[src/design/dslr_pkg.sv]
package dslr_pkg;

  // Coordinate width and the widths that follow from it
  localparam int COORD_BITS = 16;
  localparam int DELTA_W    = COORD_BITS + 1;
  localparam int THR_W      = COORD_BITS + 3;
  localparam int DEC_W      = COORD_BITS + 4;
  localparam int CNT_W      = COORD_BITS - 1;

  // Pixels produced by one command at most
  localparam int MAX_PIX = 4;
  localparam int COUNT_W = $clog2(MAX_PIX + 1);

  typedef logic signed [COORD_BITS-1:0] coord_t;

  typedef enum logic {
    CMD_START = 1'b0,
    CMD_STEP  = 1'b1
  } cmd_t;

  typedef struct packed {
    cmd_t   command;
    coord_t start_x;
    coord_t start_y;
    coord_t end_x;
    coord_t end_y;
  } cmd_word_t;

  typedef struct packed {
    coord_t x;
    coord_t y;
    logic   done;
  } pixel_t;

  typedef struct packed {
    logic [COUNT_W-1:0]        count;
    pixel_t [MAX_PIX-1:0]      pix;
  } burst_t;

endpackage

[src/design/dslr_if.sv]
interface dslr_cmd_if import dslr_pkg::*; ();
  logic   valid;
  logic   ready;
  logic   command;
  coord_t start_x;
  coord_t start_y;
  coord_t end_x;
  coord_t end_y;

  modport source (output valid, command, start_x, start_y, end_x, end_y, input ready);
  modport sink   (input valid, command, start_x, start_y, end_x, end_y, output ready);
endinterface

interface dslr_pix_if import dslr_pkg::*; ();
  logic   valid;
  logic   ready;
  coord_t pixel_x;
  coord_t pixel_y;
  logic   line_done;

  modport source (output valid, pixel_x, pixel_y, line_done, input ready);
  modport sink   (input valid, pixel_x, pixel_y, line_done, output ready);
endinterface

[src/design/double_step_line_rasterizer_top.sv]
// A command word is held in the input register and is committed once the output queue can take
// its pixels; its pixels are then presented from the output queue.
// A step command yields up to four pixels, sent one per cycle from the output queue while pix.ready
// is high; a start command yields one pixel. A new burst can load as the last pixel of the previous one leaves.
// Reset: rst is synchronous; it empties both registers and leaves the rasterizer idle.
module double_step_line_rasterizer_top import dslr_pkg::*; (
  input  logic        clk,
  input  logic        rst,
  dslr_cmd_if.sink    cmd,
  dslr_pix_if.source  pix
);

  cmd_word_t word;
  logic      word_valid;
  logic      load_ok;
  logic      commit;
  burst_t    burst;

  // Commit the held command when the output queue can take its pixels
  assign commit = word_valid && load_ok;

  dslr_in_reg u_in_reg (
    .clk        (clk),
    .rst        (rst),
    .cmd        (cmd),
    .take       (commit),
    .word       (word),
    .word_valid (word_valid)
  );

  dslr_core u_core (
    .clk    (clk),
    .rst    (rst),
    .word   (word),
    .commit (commit),
    .burst  (burst)
  );

  dslr_emit u_emit (
    .clk     (clk),
    .rst     (rst),
    .burst   (burst),
    .load    (commit),
    .load_ok (load_ok),
    .pix     (pix)
  );

endmodule

[src/design/dslr_in_reg.sv]
module dslr_in_reg import dslr_pkg::*; (
  input  logic       clk,
  input  logic       rst,
  dslr_cmd_if.sink   cmd,
  input  logic       take,
  output cmd_word_t  word,
  output logic       word_valid
);

  // Take a new word whenever the register is empty or being drained
  assign cmd.ready = !word_valid || take;

  always_ff @(posedge clk) begin
    if (rst) begin
      word_valid <= 1'b0;
    end else if (cmd.valid && cmd.ready) begin
      word_valid <= 1'b1;
    end else if (take) begin
      word_valid <= 1'b0;
    end
  end

  // Capture the payload; no reset needed
  always_ff @(posedge clk) begin
    if (cmd.valid && cmd.ready) begin
      word.command <= cmd_t'(cmd.command);
      word.start_x <= cmd.start_x;
      word.start_y <= cmd.start_y;
      word.end_x   <= cmd.end_x;
      word.end_y   <= cmd.end_y;
    end
  end

endmodule

[src/design/dslr_core.sv]
module dslr_core import dslr_pkg::*; (
  input  logic      clk,
  input  logic      rst,
  input  cmd_word_t word,
  input  logic      commit,
  output burst_t    burst
);

  // Line state
  coord_t front_x, front_x_next;
  coord_t front_y, front_y_next;
  coord_t back_x, back_x_next;
  coord_t back_y, back_y_next;
  logic   x_negative, x_negative_next;
  logic   y_negative, y_negative_next;
  logic   x_major, x_major_next;
  logic   shallow_regime, shallow_regime_next;
  logic   active, active_next;
  logic signed [DEC_W-1:0] decision, decision_next;
  logic signed [THR_W-1:0] threshold, threshold_next;
  logic signed [DEC_W-1:0] increment_one, increment_one_next;
  logic signed [DEC_W-1:0] increment_two, increment_two_next;
  logic [CNT_W-1:0]        steps_left, steps_left_next;
  logic [1:0]              leftover, leftover_next;

  // Setup terms for a start command
  logic signed [DELTA_W-1:0] dx, dy;
  logic [COORD_BITS-1:0]     adx, ady, big, little, big_m1;
  logic signed [DEC_W-1:0]   s_ext, b_ext, inc2_s, thr_wide, inc1_s, dec_s;
  logic                      shallow_s, x_major_s;

  assign dx        = DELTA_W'(word.end_x) - DELTA_W'(word.start_x);
  assign dy        = DELTA_W'(word.end_y) - DELTA_W'(word.start_y);
  assign adx       = dx[DELTA_W-1] ? COORD_BITS'(-dx) : COORD_BITS'(dx);
  assign ady       = dy[DELTA_W-1] ? COORD_BITS'(-dy) : COORD_BITS'(dy);
  assign x_major_s = adx > ady;
  assign big       = x_major_s ? adx : ady;
  assign little    = x_major_s ? ady : adx;
  assign big_m1    = big - COORD_BITS'(1);
  assign s_ext     = $signed(DEC_W'(little));
  assign b_ext     = $signed(DEC_W'(big));
  assign inc2_s    = (s_ext <<< 2) - (b_ext <<< 1);
  assign shallow_s = inc2_s[DEC_W-1];
  assign thr_wide  = shallow_s ? (s_ext <<< 1) : ((s_ext - b_ext) <<< 1);
  assign inc1_s    = thr_wide <<< 1;
  assign dec_s     = shallow_s ? (inc1_s - b_ext) : (inc1_s + b_ext);

  // Decision for a double step
  logic signed [DEC_W-1:0] thr_ext;
  logic       go_diag, below, m1, m2, last_pair;
  logic [1:0] msum;

  assign thr_ext   = DEC_W'(threshold);
  assign below     = decision < thr_ext;
  assign go_diag   = shallow_regime ? (decision < 0) : (decision > 0);
  assign m1        = go_diag ? !shallow_regime : !below;
  assign m2        = go_diag ? !shallow_regime : below;
  assign msum      = {1'b0, m1} + {1'b0, m2};
  assign last_pair = (steps_left == CNT_W'(1)) && (leftover == 2'd0);

  // Minor steps of the leftover tail
  logic       t1, t2, t3;
  logic [1:0] tsum;

  always_comb begin
    if (shallow_regime) begin
      priority if (decision < 0) begin
        t1 = 1'b0; t2 = 1'b0; t3 = 1'b0;
      end else if (below) begin
        t1 = 1'b0; t2 = 1'b1; t3 = 1'b0;
      end else begin
        t1 = 1'b1; t2 = 1'b0; t3 = 1'b1;
      end
    end else begin
      priority if (decision > 0) begin
        t1 = 1'b1; t2 = 1'b1; t3 = 1'b1;
      end else if (below) begin
        t1 = 1'b0; t2 = 1'b1; t3 = 1'b0;
      end else begin
        t1 = 1'b1; t2 = 1'b0; t3 = decision > thr_ext;
      end
    end
  end

  assign tsum = {1'b0, t1} + {1'b0, t2};

  // Signed offset of 0..2 pixels along one axis
  function automatic coord_t offs(logic [1:0] m, logic neg);
    coord_t mag;
    mag = COORD_BITS'(m);
    return neg ? -mag : mag;
  endfunction

  // Move a point along major and minor axes, backwards for the back end
  function automatic pixel_t move_pt(coord_t px, coord_t py, logic [1:0] maj,
                                     logic [1:0] mn, logic back);
    pixel_t p;
    p.x    = px + offs(x_major ? maj : mn, x_negative ^ back);
    p.y    = py + offs(x_major ? mn : maj, y_negative ^ back);
    p.done = 1'b0;
    return p;
  endfunction

  // Next state and the pixels of this command
  always_comb begin
    front_x_next        = front_x;
    front_y_next        = front_y;
    back_x_next         = back_x;
    back_y_next         = back_y;
    x_negative_next     = x_negative;
    y_negative_next     = y_negative;
    x_major_next        = x_major;
    shallow_regime_next = shallow_regime;
    active_next         = active;
    decision_next       = decision;
    threshold_next      = threshold;
    increment_one_next  = increment_one;
    increment_two_next  = increment_two;
    steps_left_next     = steps_left;
    leftover_next       = leftover;
    burst               = '0;

    unique case (word.command)
      CMD_START: begin
        front_x_next    = word.start_x;
        front_y_next    = word.start_y;
        back_x_next     = word.end_x;
        back_y_next     = word.end_y;
        x_negative_next = dx[DELTA_W-1];
        y_negative_next = dy[DELTA_W-1];
        x_major_next    = x_major_s;
        if (big != '0) begin
          steps_left_next     = CNT_W'(big_m1 >> 2);
          leftover_next       = big_m1[1:0];
          shallow_regime_next = shallow_s;
          threshold_next      = THR_W'(thr_wide);
          increment_one_next  = inc1_s;
          increment_two_next  = inc2_s;
          decision_next       = dec_s;
        end else begin
          steps_left_next     = '0;
          leftover_next       = 2'd0;
          shallow_regime_next = 1'b0;
          threshold_next      = '0;
          increment_one_next  = '0;
          increment_two_next  = '0;
          decision_next       = '0;
        end
        active_next       = big > COORD_BITS'(1);
        burst.count       = COUNT_W'(1);
        burst.pix[0].x    = word.start_x;
        burst.pix[0].y    = word.start_y;
        burst.pix[0].done = !(big > COORD_BITS'(1));
      end
      CMD_STEP: begin
        priority if (!active) begin
          burst.count = '0;
        end else if (steps_left != '0) begin
          // Two pixels from the front, two mirrored from the back
          burst.count  = COUNT_W'(MAX_PIX);
          burst.pix[0] = move_pt(front_x, front_y, 2'd1, {1'b0, m1}, 1'b0);
          burst.pix[1] = move_pt(front_x, front_y, 2'd2, msum, 1'b0);
          burst.pix[2] = move_pt(back_x, back_y, 2'd1, {1'b0, m1}, 1'b1);
          burst.pix[3] = move_pt(back_x, back_y, 2'd2, msum, 1'b1);
          burst.pix[3].done = last_pair;
          front_x_next    = burst.pix[1].x;
          front_y_next    = burst.pix[1].y;
          back_x_next     = burst.pix[3].x;
          back_y_next     = burst.pix[3].y;
          decision_next   = go_diag ? decision + increment_one : decision + increment_two;
          steps_left_next = steps_left - CNT_W'(1);
          active_next     = !last_pair;
        end else begin
          // Leftover tail of one to three pixels
          burst.count  = COUNT_W'(leftover);
          burst.pix[0] = move_pt(front_x, front_y, 2'd1, {1'b0, t1}, 1'b0);
          burst.pix[1] = move_pt(front_x, front_y, 2'd2, tsum, 1'b0);
          burst.pix[2] = move_pt(back_x, back_y, 2'd1, {1'b0, t3}, 1'b1);
          for (int i = 0; i < 3; i++) begin
            burst.pix[i].done = (leftover == 2'(i + 1));
          end
          leftover_next = 2'd0;
          active_next   = 1'b0;
        end
      end
    endcase
  end

  // Update the line state on each committed command
  always_ff @(posedge clk) begin
    if (rst) begin
      front_x        <= '0;
      front_y        <= '0;
      back_x         <= '0;
      back_y         <= '0;
      x_negative     <= 1'b0;
      y_negative     <= 1'b0;
      x_major        <= 1'b0;
      shallow_regime <= 1'b0;
      active         <= 1'b0;
      decision       <= '0;
      threshold      <= '0;
      increment_one  <= '0;
      increment_two  <= '0;
      steps_left     <= '0;
      leftover       <= 2'd0;
    end else if (commit) begin
      front_x        <= front_x_next;
      front_y        <= front_y_next;
      back_x         <= back_x_next;
      back_y         <= back_y_next;
      x_negative     <= x_negative_next;
      y_negative     <= y_negative_next;
      x_major        <= x_major_next;
      shallow_regime <= shallow_regime_next;
      active         <= active_next;
      decision       <= decision_next;
      threshold      <= threshold_next;
      increment_one  <= increment_one_next;
      increment_two  <= increment_two_next;
      steps_left     <= steps_left_next;
      leftover       <= leftover_next;
    end
  end

  logic burst_done;
  assign burst_done = burst.pix[0].done || burst.pix[1].done ||
                      burst.pix[2].done || burst.pix[3].done;

  // A line only ends on a committed word that flags its last pixel
  a_end_flagged: assert property (@(posedge clk) disable iff (rst)
    $fell(active) |-> $past(commit && burst_done))
    else $error("line ended without a flagged last pixel");

  // A step with no line in progress produces nothing
  a_idle_step: assert property (@(posedge clk) disable iff (rst)
    (commit && word.command == CMD_STEP && !active) |-> burst.count == '0)
    else $error("idle step produced pixels");

  // An active line with no double steps left still has a tail
  a_tail_left: assert property (@(posedge clk) disable iff (rst)
    (active && steps_left == '0) |-> leftover != 2'd0)
    else $error("active line with nothing left to draw");

endmodule

[src/design/dslr_emit.sv]
module dslr_emit import dslr_pkg::*; (
  input  logic        clk,
  input  logic        rst,
  input  burst_t      burst,
  input  logic        load,
  output logic        load_ok,
  dslr_pix_if.source  pix
);

  pixel_t [MAX_PIX-1:0] slots;
  logic [COUNT_W-1:0]   count;

  // Head slot drives the output word
  assign pix.valid     = count != '0;
  assign pix.pixel_x   = slots[0].x;
  assign pix.pixel_y   = slots[0].y;
  assign pix.line_done = slots[0].done;

  // Free now, or free once the last word leaves this cycle
  assign load_ok = (count == '0) || (count == COUNT_W'(1) && pix.ready);

  always_ff @(posedge clk) begin
    if (rst) begin
      count <= '0;
    end else if (load) begin
      count <= burst.count;
    end else if (pix.valid && pix.ready) begin
      count <= count - COUNT_W'(1);
    end
  end

  // Load a new burst or shift the queue down by one
  always_ff @(posedge clk) begin
    if (load) begin
      slots <= burst.pix;
    end else if (pix.valid && pix.ready) begin
      slots[MAX_PIX-2:0] <= slots[MAX_PIX-1:1];
    end
  end

  a_count_range: assert property (@(posedge clk) disable iff (rst)
    count <= COUNT_W'(MAX_PIX))
    else $error("pixel queue overfilled");

  a_load_free: assert property (@(posedge clk) disable iff (rst)
    load |-> load_ok)
    else $error("burst loaded over pending pixels");

  a_drain: assert property (@(posedge clk) disable iff (rst)
    (!load && pix.valid && pix.ready) |=> count == $past(count) - COUNT_W'(1))
    else $error("pixel queue did not drain by one");

endmodule
[src/flat_wrapper.sv]
// flat-port wrapper written by rule: the top's interface ports become plain ports
module double_step_line_rasterizer_top_flat import dslr_pkg::*;
  (clk, rst, cmd_valid, cmd_command, cmd_start_x, cmd_start_y, cmd_end_x, cmd_end_y, cmd_ready, pix_valid, pix_pixel_x, pix_pixel_y, pix_line_done, pix_ready);
  dslr_cmd_if cmd_i ();
  dslr_pix_if pix_i ();
  input  logic clk;
  input  logic rst;
  input wire logic [$bits(cmd_i.valid)-1:0] cmd_valid;
  input wire logic [$bits(cmd_i.command)-1:0] cmd_command;
  input wire logic [$bits(cmd_i.start_x)-1:0] cmd_start_x;
  input wire logic [$bits(cmd_i.start_y)-1:0] cmd_start_y;
  input wire logic [$bits(cmd_i.end_x)-1:0] cmd_end_x;
  input wire logic [$bits(cmd_i.end_y)-1:0] cmd_end_y;
  output wire logic [$bits(cmd_i.ready)-1:0] cmd_ready;
  output wire logic [$bits(pix_i.valid)-1:0] pix_valid;
  output wire logic [$bits(pix_i.pixel_x)-1:0] pix_pixel_x;
  output wire logic [$bits(pix_i.pixel_y)-1:0] pix_pixel_y;
  output wire logic [$bits(pix_i.line_done)-1:0] pix_line_done;
  input wire logic [$bits(pix_i.ready)-1:0] pix_ready;
  assign cmd_i.valid = cmd_valid;
  assign cmd_i.command = cmd_command;
  assign cmd_i.start_x = cmd_start_x;
  assign cmd_i.start_y = cmd_start_y;
  assign cmd_i.end_x = cmd_end_x;
  assign cmd_i.end_y = cmd_end_y;
  assign cmd_ready = cmd_i.ready;
  assign pix_valid = pix_i.valid;
  assign pix_pixel_x = pix_i.pixel_x;
  assign pix_pixel_y = pix_i.pixel_y;
  assign pix_line_done = pix_i.line_done;
  assign pix_i.ready = pix_ready;
  double_step_line_rasterizer_top u_core (.clk(clk), .rst(rst), .cmd(cmd_i), .pix(pix_i));
endmodule
[config.mk]
export PLATFORM = sky130hd
export DESIGN_NAME = double_step_line_rasterizer_top_flat
export DESIGN_NICKNAME = d
export VERILOG_FILES = /design/src/design/dslr_pkg.sv /design/src/design/dslr_if.sv /design/src/design/double_step_line_rasterizer_top.sv /design/src/design/dslr_in_reg.sv /design/src/design/dslr_core.sv /design/src/design/dslr_emit.sv /design/src/flat_wrapper.sv
export SDC_FILE = /design/constraint.sdc
export NUM_CORES = 1
export LEC_CHECK = 0
export ABC_AREA = 1
export CAP_MARGIN = 15
export CORE_ASPECT_RATIO = 1.5
export CORE_MARGIN = 1.5
export CORE_UTILIZATION = 51
export DETAILED_ROUTE_END_ITERATION = 8
export DONT_BUFFER_PORTS = 1
export PLACE_DENSITY = 0.68
export SLEW_MARGIN = 10
export SYNTH_ARGS = -nofsm -noshare
export SYNTH_HDL_FRONTEND = slang
export SYNTH_HIERARCHICAL = 1
export SYNTH_SLANG_ARGS = --single-unit
[constraint.sdc]
create_clock -name clk -period 10.7 [get_ports clk]
set_clock_uncertainty 0.15 [all_clocks]
set_input_delay 2.14 -clock clk [delete_from_list [all_inputs] [get_ports clk]]
set_output_delay 2.14 -clock clk [all_outputs]
set_load 0.03 [all_outputs]
==> out/results.txt <==
Status - completed
Min Hold Slack - 0.327 ns
CTS clk-pin slew, worst paths - 0.07 ns
Die W - 197 microns
Layout cells sized above 1 - 0.0610
Max-slew headroom - 0.173
H-tree depth - 2
Crit. End Element - flop
Crit path max-delay family - compound AO/OA/AOI/OAI gates
Slew Viols, Final - 0
RSZ-0062 raised after global routing - no
CP required - 11.06 ns
Hpwl dp - 76,100 microns
Bufs and invs on worst path - 8
# rows - 106
Setup tns final - 0 ns
Share of the synthesized area in the top cell type - 0.205
Initial DRT Pass Iterations - 5
Synth warn - 6
CTS tree - done
Final Cycle Share - 0.906
Highest clock rate - 0.103 GHz
Die Y - 294 microns
Initial antenna violation count - 6
Met2 WL post-DR - 48,100 microns
Worst Path Arrival - 10.05 ns
Min-delay worst type - flop to flop
Mapped cell area - 28,900 sq um
Top-Level Pins - 104
WHS Endpoint - u_core/u_core/increment_two[2]
Pin count of the biggest net entering global routing - 105
Starting Density - 0.517
Register-to-Register Path Depth - 54
Post-CTS sizing - 0
Core Area - 55,800 sq um
Post-synthesis register bit count - 341
Setup CP Type - flop to flop
Most area-consuming cells after synthesis - edfxtp_1 (20%), nand2_1 (14%), ha_1 (13%)
Leading area contributor after synthesis - edfxtp_1
Clk sinks - 341
WHS Path Cells - 2
Most common cell after layout, fill and taps aside - nand2_1
Worst R2R End - u_core/u_core/decision[17]
Worst path max stage delay - 0.57 ns
# hold bufs at CTS - 0
CTS buffer count - 39
Maxcap violations - 0
Actual slew at the worst max-slew pin - 1.24 ns
Synth-to-layout area growth - 6.20%
Critical-path maximum fanout - 21
Post-synthesis net count - 4,477
Min Tclk post-route - 9.70 ns
Type of origin of the critical path - flop
Post-CTS Setup Inserts - 0
Root Buffer Master - clkbuf_16
Initial DRC Count - 1,700
Asr flop ratio synth - 0
Net count, final - 4,411
Max Used Layer - met4
Wire length of the first global-routing pass - 148,000 microns
Full die area - 58,100 sq um
Mean post-synth cell area - 7.04 sq um
Final hold vios - 0
Most used DFF post-synth - edfxtp_1
Levels on crit path - 54
Wl on met1 - 35,600 microns
Tot GR Track Use - 0.341
DRC violations left - 0
EDFF count, synth - 197
ANT nets after route - 0
Vias - 26,864
Placer Congestion - 0.987
Register area share after synthesis - 0.305
Post-synthesis cell type count - 65
Setup-failing EPs final - 0
Drt wl/cell - 20.4 microns
Vias in the first global route - 25,803
Min-delay src - u_core/u_core/increment_two[2]
Port bufs - 0
CTS max path bufs - 3
Most frequent cells in the layout - nand2_1 (1,069), inv_1 (555), nor2_1 (445)
Critical R2R Launch - u_core/u_in_reg/word[32]
Slowest stage cell, crit path - o21ai_0
Final wirelength - 98,600 microns
Total congestion overflow - 0
Via/cell ratio - 5.56
Worst skew pair latency - 0.58 ns
Post-synthesis cell count - 4,104
Metal3 WL - 6530 microns
Slack of the worst reg-to-reg path - 1.00 ns
[flip-flops by register name, indices dropped and copies added, names as in the netlist, 17 cells and up]
signal,cells
u_core/u_core/decision,20
u_core/u_core/increment_two,17
u_core/u_core/threshold,17
u_core/u_emit/slots,99
u_core/u_in_reg/word,65
[logic make-up after synthesis]
family | after synthesis | synth area share
compound gates | 800 | 0.160
xor+xnor | 98 | 0.0300
fa+ha+maj | 304 | 0.136
buf+inv | 734 | 0.109
flops | 341 | 0.305
simple gates | 1827 | 0.261
[cells in the mapped netlist, types with 9 or more instances]
cell type / number
o21ai_1: 28
xnor2_1: 32
edfxtp_1: 197
buf_6: 26
o22ai_1: 32
nand2_2: 32
inv_1: 557
nor3_1: 38
o21bai_1: 34
nand4_1: 27
buf_4: 42
a31oi_1: 57
nand3_2: 9
o31ai_1: 28
nor2_2: 9
a21oi_1: 237
nand3b_1: 10
o32ai_1: 10
o21ai_2: 16
or2_2: 14
fa_1: 15
nand2_1: 1070
xor2_1: 65
nor2_1: 445
a221oi_1: 10
nand3_1: 137
clkbuf_1: 66
inv_2: 24
dfxtp_1: 144
ha_1: 289
o21ai_0: 300
[how the worst max path moves through the flow]
stage                        startpoint                         end  slack, ns
6_report       u_core/u_in_reg/word[32]  u_core/u_core/decision[17]       1.00
5_1_grt        u_core/u_in_reg/word[32]  u_core/u_core/decision[19]       0.08
4_1_cts        u_core/u_in_reg/word[32]  u_core/u_core/decision[17]       0.48
3_5_place_dp   u_core/u_in_reg/word[32]  u_core/u_core/decision[17]       0.53
3_3_place_gp   u_core/u_in_reg/word[32]  u_core/u_core/decision[19]       0.77
2_1_floorplan  u_core/u_in_reg/word[32]  u_core/u_core/decision[19]       2.14
[through the flow]
| step | utilization | setup slack [ns] | instances | cell area (sq um) |
|---|---|---|---|---|
| after floorplan | - | 2.14 | 4104 | 28900 |
| after global placement | 0.523 | 0.773 | 4750 | 29200 |
| after detailed placement | 0.523 | 0.531 | 4750 | 29200 |
| after CTS | 0.548 | 0.478 | 4821 | 30600 |
| after global routing | 0.549 | 0.0801 | 4828 | 30700 |
| final | 0.549 | 1.00 | 4830 | 30700 |
[final cells by class]
cell class / instances / area [sq um]
inverters: 587 / 2220
diodes: 6 / 15.0
clock buffers: 47 / 1050
multi-input cells: 3030 / 17000
flip-flops and latches: 341 / 8800
clock inverters: 24 / 338
well taps: 756 / 946
repair buffers: 39 / 300
fillers: 5521 / 25200
[layer usage]
layer  global-route usage  vias up
li1                     -    13357
met1                0.363    12352
met3               0.0560      268
met2                0.603      887
met4                0.254        0
met5                    0        -
[worst reg2reg max path, delay by kind of cell, from the launching register on]
kind                     cells  cell delay (ns)
flip-flops                   1             0.41
buffers and inverters        8             1.04
adder cells (fa/ha/maj)      5             1.78
AND/OR/NAND/NOR             24             2.97
XOR/XNOR                     1             0.30
AO/OA/AOI/OAI               16             3.02
Power is not shown: default switching activity piles up to over one toggle a cycle in this logic, so the estimate is an artifact.
